`src/ssd_pkg.sv`:
```
// Types and constants of the statement stream decoder.
package ssd_pkg;

    localparam int ID_W     = 21;
    localparam int CNT_W    = 22;
    localparam int CLASS_W  = 4;
    localparam int TYPE_W   = 12;
    localparam int KIND_W   = 3;
    localparam int ERR_W    = 2;
    localparam int BYTE_W   = 8;
    localparam int CFG_IDX_W = 2;

    localparam logic [BYTE_W-1:0]  TERM_BYTE      = 8'hFF;
    localparam logic [CLASS_W-1:0] MAX_CLASS_INIT = 4'hF;

    typedef enum logic [CFG_IDX_W-1:0] {
        CFG_ID_COUNT  = 2'd0,
        CFG_MAX_CLASS = 2'd1
    } t_cfg_reg;

    typedef enum logic [2:0] {
        PH_HDR0 = 3'd0,
        PH_HDR1 = 3'd1,
        PH_INST = 3'd2,
        PH_IO   = 3'd3,
        PH_ATTR = 3'd4
    } t_phase;

    typedef enum logic [KIND_W-1:0] {
        KIND_HEADER = 3'd0,
        KIND_INST   = 3'd1,
        KIND_IO     = 3'd2,
        KIND_ATTR   = 3'd3,
        KIND_END    = 3'd4,
        KIND_ERROR  = 3'd5
    } t_kind;

    typedef enum logic [ERR_W-1:0] {
        ERR_BAD_CLASS = 2'd0,
        ERR_RANGE     = 2'd1,
        ERR_TWO_LEFT  = 2'd2,
        ERR_DANGLING  = 2'd3
    } t_err;

    typedef struct packed {
        t_kind              kind;
        logic [CLASS_W-1:0] stmt_class;
        logic [TYPE_W-1:0]  stmt_type;
        logic               present;
        logic               input_flag;
        logic [ID_W-1:0]    first_index;
        logic [ID_W-1:0]    second_index;
        t_err               error_code;
    } t_result;

endpackage

```
`src/statement_stream_decoder.sv`:
```
// Statement stream decoder: byte-serial netlist statement parser with result register.
//
// Input channel: one stream byte per beat on i_stream_byte, taken at an edge with
// i_in_valid high and o_in_stall low. Output channel: one result beat (header,
// instance, io entry, attribute entry, statement end or error) on the o_ fields,
// taken at an edge with o_out_valid high and i_out_stall low. Many bytes give no
// result at all (first and second bytes of a long id, non-last pair sides, io terminator).
// Configuration: i_cfg_valid/o_cfg_ready write i_cfg_data to register i_cfg_index
// (0 id_count, 1 max_class); o_cfg_ready is always high, other indices are dropped.
// Timing: one byte per cycle while no result waits under i_out_stall. A result
// appears on the output in the cycle after its byte is taken; the decode of a byte
// is a single pass of logic in front of the result register.
// Stall: while a result waits under i_out_stall, o_in_stall is raised and input
// holds; a byte is still taken in the cycle the waiting result leaves.
// Reset (i_rst_n low, synchronous): expect a header byte, clear pending pair and
// error, id_count to zero, max_class to 15, output empty.
// After any error result, every later byte is taken and dropped until reset.
module statement_stream_decoder (
    input  logic                          i_clk,
    input  logic                          i_rst_n,
    input  logic                          i_in_valid,
    output logic                          o_in_stall,
    input  logic [ssd_pkg::BYTE_W-1:0]    i_stream_byte,
    output logic                          o_out_valid,
    input  logic                          i_out_stall,
    output logic [ssd_pkg::KIND_W-1:0]    o_kind,
    output logic [ssd_pkg::CLASS_W-1:0]   o_stmt_class,
    output logic [ssd_pkg::TYPE_W-1:0]    o_stmt_type,
    output logic                          o_present,
    output logic                          o_input_flag,
    output logic [ssd_pkg::ID_W-1:0]      o_first_index,
    output logic [ssd_pkg::ID_W-1:0]      o_second_index,
    output logic [ssd_pkg::ERR_W-1:0]     o_error_code,
    input  logic                          i_cfg_valid,
    output logic                          o_cfg_ready,
    input  logic [ssd_pkg::CFG_IDX_W-1:0] i_cfg_index,
    input  logic [ssd_pkg::CNT_W-1:0]     i_cfg_data
);
    import ssd_pkg::*;

    // configuration
    logic [CNT_W-1:0]   r_id_count;
    logic [CLASS_W-1:0] r_max_class;

    // parser state
    t_phase             r_phase,        n_phase;
    logic [1:0]         r_ext_left,     n_ext_left;
    logic [ID_W-1:0]    r_accum,        n_accum;
    logic [1:0]         r_flags,        n_flags;
    logic [CLASS_W-1:0] r_class_hold,   n_class_hold;
    logic [ID_W-1:0]    r_pend_left,    n_pend_left;
    logic               r_pend_valid,   n_pend_valid;
    logic               r_err_latched,  n_err_latched;

    // result register
    logic               r_out_valid,    n_out_valid;
    t_result            r_res,          n_res;

    logic               in_take;
    logic               out_take;
    logic               emit;
    logic               first_byte;
    logic               do_finish;
    logic [ID_W-1:0]    id_val;
    logic [BYTE_W-1:0]  b;

    assign b           = i_stream_byte;
    assign o_in_stall  = r_out_valid && i_out_stall;
    assign in_take     = i_in_valid && !o_in_stall;
    assign out_take    = r_out_valid && !i_out_stall;
    assign o_cfg_ready = 1'b1;

    always_comb begin
        n_phase       = r_phase;
        n_ext_left    = r_ext_left;
        n_accum       = r_accum;
        n_flags       = r_flags;
        n_class_hold  = r_class_hold;
        n_pend_left   = r_pend_left;
        n_pend_valid  = r_pend_valid;
        n_err_latched = r_err_latched;
        n_res         = '0;
        emit          = 1'b0;
        first_byte    = 1'b0;
        do_finish     = 1'b0;
        id_val        = '0;

        if (in_take && !r_err_latched) begin
            if (r_ext_left != 2'd0) begin
                // extension bytes: any value is index data
                if (r_ext_left == 2'd2) begin
                    n_accum    = r_accum | {{(ID_W-BYTE_W-5){1'b0}}, b, 5'b0};
                    n_ext_left = 2'd1;
                end else begin
                    id_val     = r_accum | {b, {(ID_W-BYTE_W){1'b0}}};
                    n_accum    = id_val;
                    n_ext_left = 2'd0;
                    do_finish  = 1'b1;
                end
            end else begin
                unique case (r_phase) inside
                    PH_HDR1: begin
                        n_res.kind       = KIND_HEADER;
                        n_res.stmt_class = r_class_hold;
                        n_res.stmt_type  = {b, r_accum[3:0]};
                        n_accum          = '0;
                        n_phase          = PH_INST;
                        emit             = 1'b1;
                    end
                    PH_INST: begin
                        if (b == TERM_BYTE) begin
                            n_res.kind = KIND_INST;
                            n_phase    = PH_IO;
                            emit       = 1'b1;
                        end else begin
                            first_byte = 1'b1;
                        end
                    end
                    PH_IO, PH_ATTR: begin
                        if (b == TERM_BYTE) begin
                            if (r_pend_valid) begin
                                n_res.kind       = KIND_ERROR;
                                n_res.error_code = ERR_DANGLING;
                                n_err_latched    = 1'b1;
                                emit             = 1'b1;
                            end else if (r_phase == PH_IO) begin
                                n_phase = PH_ATTR;
                            end else begin
                                n_res.kind = KIND_END;
                                n_phase    = PH_HDR0;
                                emit       = 1'b1;
                            end
                        end else begin
                            n_flags    = b[2:1];
                            first_byte = 1'b1;
                        end
                    end
                    default: begin
                        // header byte 0; unknown phase codes land here too
                        n_phase      = PH_HDR0;
                        n_class_hold = b[7:4];
                        if (b[7:4] > r_max_class) begin
                            n_res.kind       = KIND_ERROR;
                            n_res.error_code = ERR_BAD_CLASS;
                            n_err_latched    = 1'b1;
                            emit             = 1'b1;
                        end else begin
                            n_accum = {{(ID_W-4){1'b0}}, b[3:0]};
                            n_phase = PH_HDR1;
                        end
                    end
                endcase

                // first byte of an id: low five index bits, bit 0 marks a short id
                if (first_byte) begin
                    n_accum = {{(ID_W-5){1'b0}}, b[7:3]};
                    if (!b[0]) begin
                        n_ext_left = 2'd2;
                    end else begin
                        id_val    = {{(ID_W-5){1'b0}}, b[7:3]};
                        do_finish = 1'b1;
                    end
                end
            end

            // a complete id: range check, then instance, pair side or entry
            if (do_finish) begin
                if ({1'b0, id_val} >= r_id_count) begin
                    n_res.kind       = KIND_ERROR;
                    n_res.error_code = ERR_RANGE;
                    n_err_latched    = 1'b1;
                    emit             = 1'b1;
                end else if (r_phase == PH_INST) begin
                    n_res.kind        = KIND_INST;
                    n_res.present     = 1'b1;
                    n_res.first_index = id_val;
                    n_phase           = PH_IO;
                    emit              = 1'b1;
                end else if (!n_flags[1]) begin
                    if (r_pend_valid) begin
                        n_res.kind       = KIND_ERROR;
                        n_res.error_code = ERR_TWO_LEFT;
                        n_err_latched    = 1'b1;
                        emit             = 1'b1;
                    end else begin
                        // hold as left side of a pair
                        n_pend_left  = id_val;
                        n_pend_valid = 1'b1;
                    end
                end else begin
                    n_res.kind       = (r_phase == PH_IO) ? KIND_IO : KIND_ATTR;
                    n_res.input_flag = n_flags[0];
                    if (r_pend_valid) begin
                        n_res.present      = 1'b1;
                        n_res.first_index  = r_pend_left;
                        n_res.second_index = id_val;
                        n_pend_valid       = 1'b0;
                        n_pend_left        = '0;
                    end else begin
                        n_res.first_index = id_val;
                    end
                    emit = 1'b1;
                end
            end
        end

        // load a new result, else drop the old one once it is taken
        if (emit) begin
            n_out_valid = 1'b1;
        end else if (out_take) begin
            n_out_valid = 1'b0;
        end else begin
            n_out_valid = r_out_valid;
        end
    end

    always_ff @(posedge i_clk) begin
        if (!i_rst_n) begin
            r_id_count    <= '0;
            r_max_class   <= MAX_CLASS_INIT;
            r_phase       <= PH_HDR0;
            r_ext_left    <= 2'd0;
            r_accum       <= '0;
            r_flags       <= 2'd0;
            r_class_hold  <= '0;
            r_pend_left   <= '0;
            r_pend_valid  <= 1'b0;
            r_err_latched <= 1'b0;
            r_out_valid   <= 1'b0;
        end else begin
            if (i_cfg_valid && o_cfg_ready) begin
                case (i_cfg_index)
                    CFG_ID_COUNT:  r_id_count  <= i_cfg_data;
                    CFG_MAX_CLASS: r_max_class <= i_cfg_data[CLASS_W-1:0];
                    default:       ;
                endcase
            end
            r_phase       <= n_phase;
            r_ext_left    <= n_ext_left;
            r_accum       <= n_accum;
            r_flags       <= n_flags;
            r_class_hold  <= n_class_hold;
            r_pend_left   <= n_pend_left;
            r_pend_valid  <= n_pend_valid;
            r_err_latched <= n_err_latched;
            r_out_valid   <= n_out_valid;
        end
    end

    // result payload: loaded only with a new result, held otherwise
    always_ff @(posedge i_clk) begin
        if (emit) begin
            r_res <= n_res;
        end
    end

    assign o_out_valid    = r_out_valid;
    assign o_kind         = r_res.kind;
    assign o_stmt_class   = r_res.stmt_class;
    assign o_stmt_type    = r_res.stmt_type;
    assign o_present      = r_res.present;
    assign o_input_flag   = r_res.input_flag;
    assign o_first_index  = r_res.first_index;
    assign o_second_index = r_res.second_index;
    assign o_error_code   = r_res.error_code;

endmodule

```
`config.mk`:
```
export PLATFORM = sky130hd
export DESIGN_NAME = statement_stream_decoder
export DESIGN_NICKNAME = d
export VERILOG_FILES = /design/src/ssd_pkg.sv /design/src/statement_stream_decoder.sv
export SDC_FILE = /design/constraint.sdc
export NUM_CORES = 1
export LEC_CHECK = 0
export ABC_AREA = 1
export BUFFER_PORTS_ARGS = -buffer_cell sky130_fd_sc_hd__buf_2
export CELL_PAD_IN_SITES_DETAIL_PLACEMENT = 0
export CELL_PAD_IN_SITES_GLOBAL_PLACEMENT = 1
export CORE_UTILIZATION = 30
export DETAILED_ROUTE_END_ITERATION = 7
export PLACE_DENSITY = 0.66
export SLEW_MARGIN = 40
export SYNTH_ARGS = -nofsm -noshare
export SYNTH_HDL_FRONTEND = slang
export SYNTH_SLANG_ARGS = --single-unit
```
`constraint.sdc`:
```
create_clock -name i_clk -period 4.34 [get_ports i_clk]
set_input_delay 0.868 -clock i_clk [delete_from_list [all_inputs] [get_ports i_clk]]
set_output_delay 0.868 -clock i_clk [all_outputs]
set_load 0.02 [all_outputs]
```
==> impl_metrics.toml <==
[run_status]
outcome = "finished clean"

[pwr]
power-per-cell-area_nw_per_um2 = 626.8
power_leakage_nw = 3.717
ir_worst_vdd_mv = 0.2649

[placement]
portBuffers = 103
gp_congestion = 0.8359
place_inst = 1207
hpwl_mm = 13.90

[floorplan]
dieArea_um2 = 23750
fp-row-count = 55
chipWidth_um = 154.1
fp.dieH_um = 154.1
initial_core_util_pct = 30.65
design.core.area_um2 = 22640
io_pins = 105

[clock_network]
cts_buffers = 17
cts.repair.resized = 0
cts_tree = "built"
cts_setup_buffers = 0
cts_max_level = 4
clk_latency_ps = 430
cts_root_buf = "clkbuf_16"
clkSinkCount = 147
clkTransAtPathRegs_ps = 60
hold_buffers = 0
cts_buffer_depth = 2

[global_route]
antenna_found_initial = 0
grt_pass1_wl_mm = 30.66
grt_max_degree = 49
grt_use_total_pct = 17.02
grt_pass1_vias = 5525
grt_remaining_overflow = 0

[critical_path]
path_cells = "buf_4 > nor2_4 > inv_1 > nor2_2 > nand2_4 > o22ai_1 > ha_1 > nand2_1 > nand2_1 > nand2_1 > nand3_1 > nand2_1 > nand3_1 > nor2_1 > inv_1 > nor2_8 > inv_2 > nor2_8 > nand2_2 > buf_4 > nor2_2"
arrival_ps = 3970
crit_required_ps = 4630
cp-end-kind = "flop"
cp_max_fo = 22
rrSetupSlack_ps = 670
critPathLaunchType = "flop"
crit_type = "flop to flop"
cpLargestDelayFamily = "simple AND/OR/NAND/NOR gates"
cp_slowest_cell = "ha_1"
path_buf_inv = 5
cpPeakStageDelay_ps = 310
worst_path_most_repeated_cell = "nand2_1"

[yosys]
synthesis.instances = 828
syn_area_per_cell_um2 = 8.382
yosys_warnings = 0
synth-seq-cells = 147
syn_nets = 890
ys_types = 32
syn_area_um2 = 6940
yosysSeqAreaShare_pct = 51.78

[sta]
min_period_ps = 3674
fin_setup_tns_ps = 0
rsz0062_at_grt = "no"
tightest_slew_ps = 578.5
slew_viol_final = 0
clock_skew_ps = 11.14
period_share_pct = 84.65
fmax_mhz = 272.2
slew_headroom_pct = 61.29
final-setup-viol-count = 0
finalHoldViolCount = 0

[route]
drt_iter0_drc = 369
wirelength_mm = 19.29
wl_per_cell_um = 15.57
vias_per_cell = 4.749
drtPass1Iterations = 4
vias = 5884
post-route-drc-count = 0
antenna_left = 0

[cells_and_area]
area_growth_pct = 21.81
drive_gt1_share_pct = 21.38
final_cell_mix = "nand2_1 (148), inv_1 (113), buf_2 (102), a21oi_1 (100), o21ai_0 (91)"
final_common_cell = "nand2_1"
nNetsFinal = 1003
fill_cells = 2341
diodes = 0
stdcell_count = 1239

[min_path]
worst_hold_path_type = "flop to flop"

[flow_run]
maxCapViolCount = 0
area by class of cell:
| class | count | area, um2 | area share, % |
|---|---|---|---|
| clock buffers | 20 | 489.2 | 5.787 |
| multi-input cells | 527 | 2718 | 32.14 |
| repair buffers | 129 | 738.2 | 8.732 |
| inverters | 119 | 446.7 | 5.283 |
| clock inverters | 12 | 112.6 | 1.332 |
| well taps | 285 | 356.6 | 4.218 |
| flip-flops and latches | 147 | 3593 | 42.50 |
cells by family after synthesis:
kind of cell	synth area share (%)
AOI/OAI and AO/OA	15.45
other	0.05403
adders and majority gates	4.507
and+or+nand+nor	19.15
DFF	51.78
buffers and inverters	9.068
metrics by stage:
step | hold WS (ps) | cell area (um2) | setup slack [ps] | util [%] | power, mW
after detailed placement | 452.9 | 7850 | 214.1 | 34.67 | 3.841
after global routing | 473.7 | 8454 | 228.9 | 37.34 | 5.639
final | 460.5 | 8454 | 666.0 | 37.34 | 5.299
after floorplan | 435.3 | 6940 | 225.6 | - | 3.236
after CTS | 462.3 | 8452 | 650.1 | 37.33 | 5.350
after global placement | 448.6 | 7850 | 307.4 | 34.67 | 3.852
sequential cells by signal (all words and copies together), names as in the netlist, 4 cells and up:
| register | count |
|---|---|
| o_stmt_type | 12 |
| r_id_count | 22 |
| r_accum | 21 |
| o_stmt_class | 4 |
| o_first_index | 21 |
| r_pend_left | 21 |
| r_max_class | 4 |
| o_second_index | 21 |
| r_class_hold | 4 |
metal layers:
metal  vias up  global-route usage, %  share of wire, %
li1       2979                      -                 -
met1      2737                  22.79                48
met2       154                  27.27                46
met3        14                  3.946               5.2
met4         0                  5.000               1.0
met5         -                      0                 0
cells in the mapped netlist, drive strengths merged:
| cell | count | share of area [%] |
|---|---|---|
| a21oi | 100 | 7.2 |
| clkbuf | 21 | 1.1 |
| clkinv | 1 | 0.054 |
| inv | 118 | 6.4 |
| o211ai | 4 | 0.43 |
| a2111oi | 1 | 0.13 |
| conb | 1 | 0.054 |
| a31oi | 2 | 0.18 |
| o21ai | 93 | 6.8 |
| edfxtp | 65 | 28 |
| buf | 14 | 1.5 |
| o21bai | 1 | 0.11 |
| nand2 | 157 | 9.1 |
| nor3 | 10 | 0.79 |
| nor2 | 82 | 5.9 |
| dfxtp | 82 | 24 |
| nand3 | 39 | 2.9 |
| o22ai | 7 | 0.63 |
| ha | 25 | 4.5 |
| nand4 | 5 | 0.45 |
tightest hold or removal path: cells and delay by family (launching register included):
family | cells | cell delay [ps]
flops | 1 | 310
simple gates | 1 | 60
compound gates | 1 | 50
power by group:
part           internal (mW)  switching [mW]
combinational          0.505            1.33
clock                  0.879           0.606
sequential              1.86           0.122
worst paths after layout:
kind / endpoint / cells after the start / startpoint
worst max-delay path: o_second_index[16] / 21 / r_ext_left[0]
worst min register to register: r_pend_left[3] / 2 / r_pend_left[3]
worst min-delay path: r_pend_left[3] / 2 / r_pend_left[3]
worst max register to register: o_second_index[16] / 21 / r_ext_left[0]
Note: power is estimated with default switching activity, not from simulation.
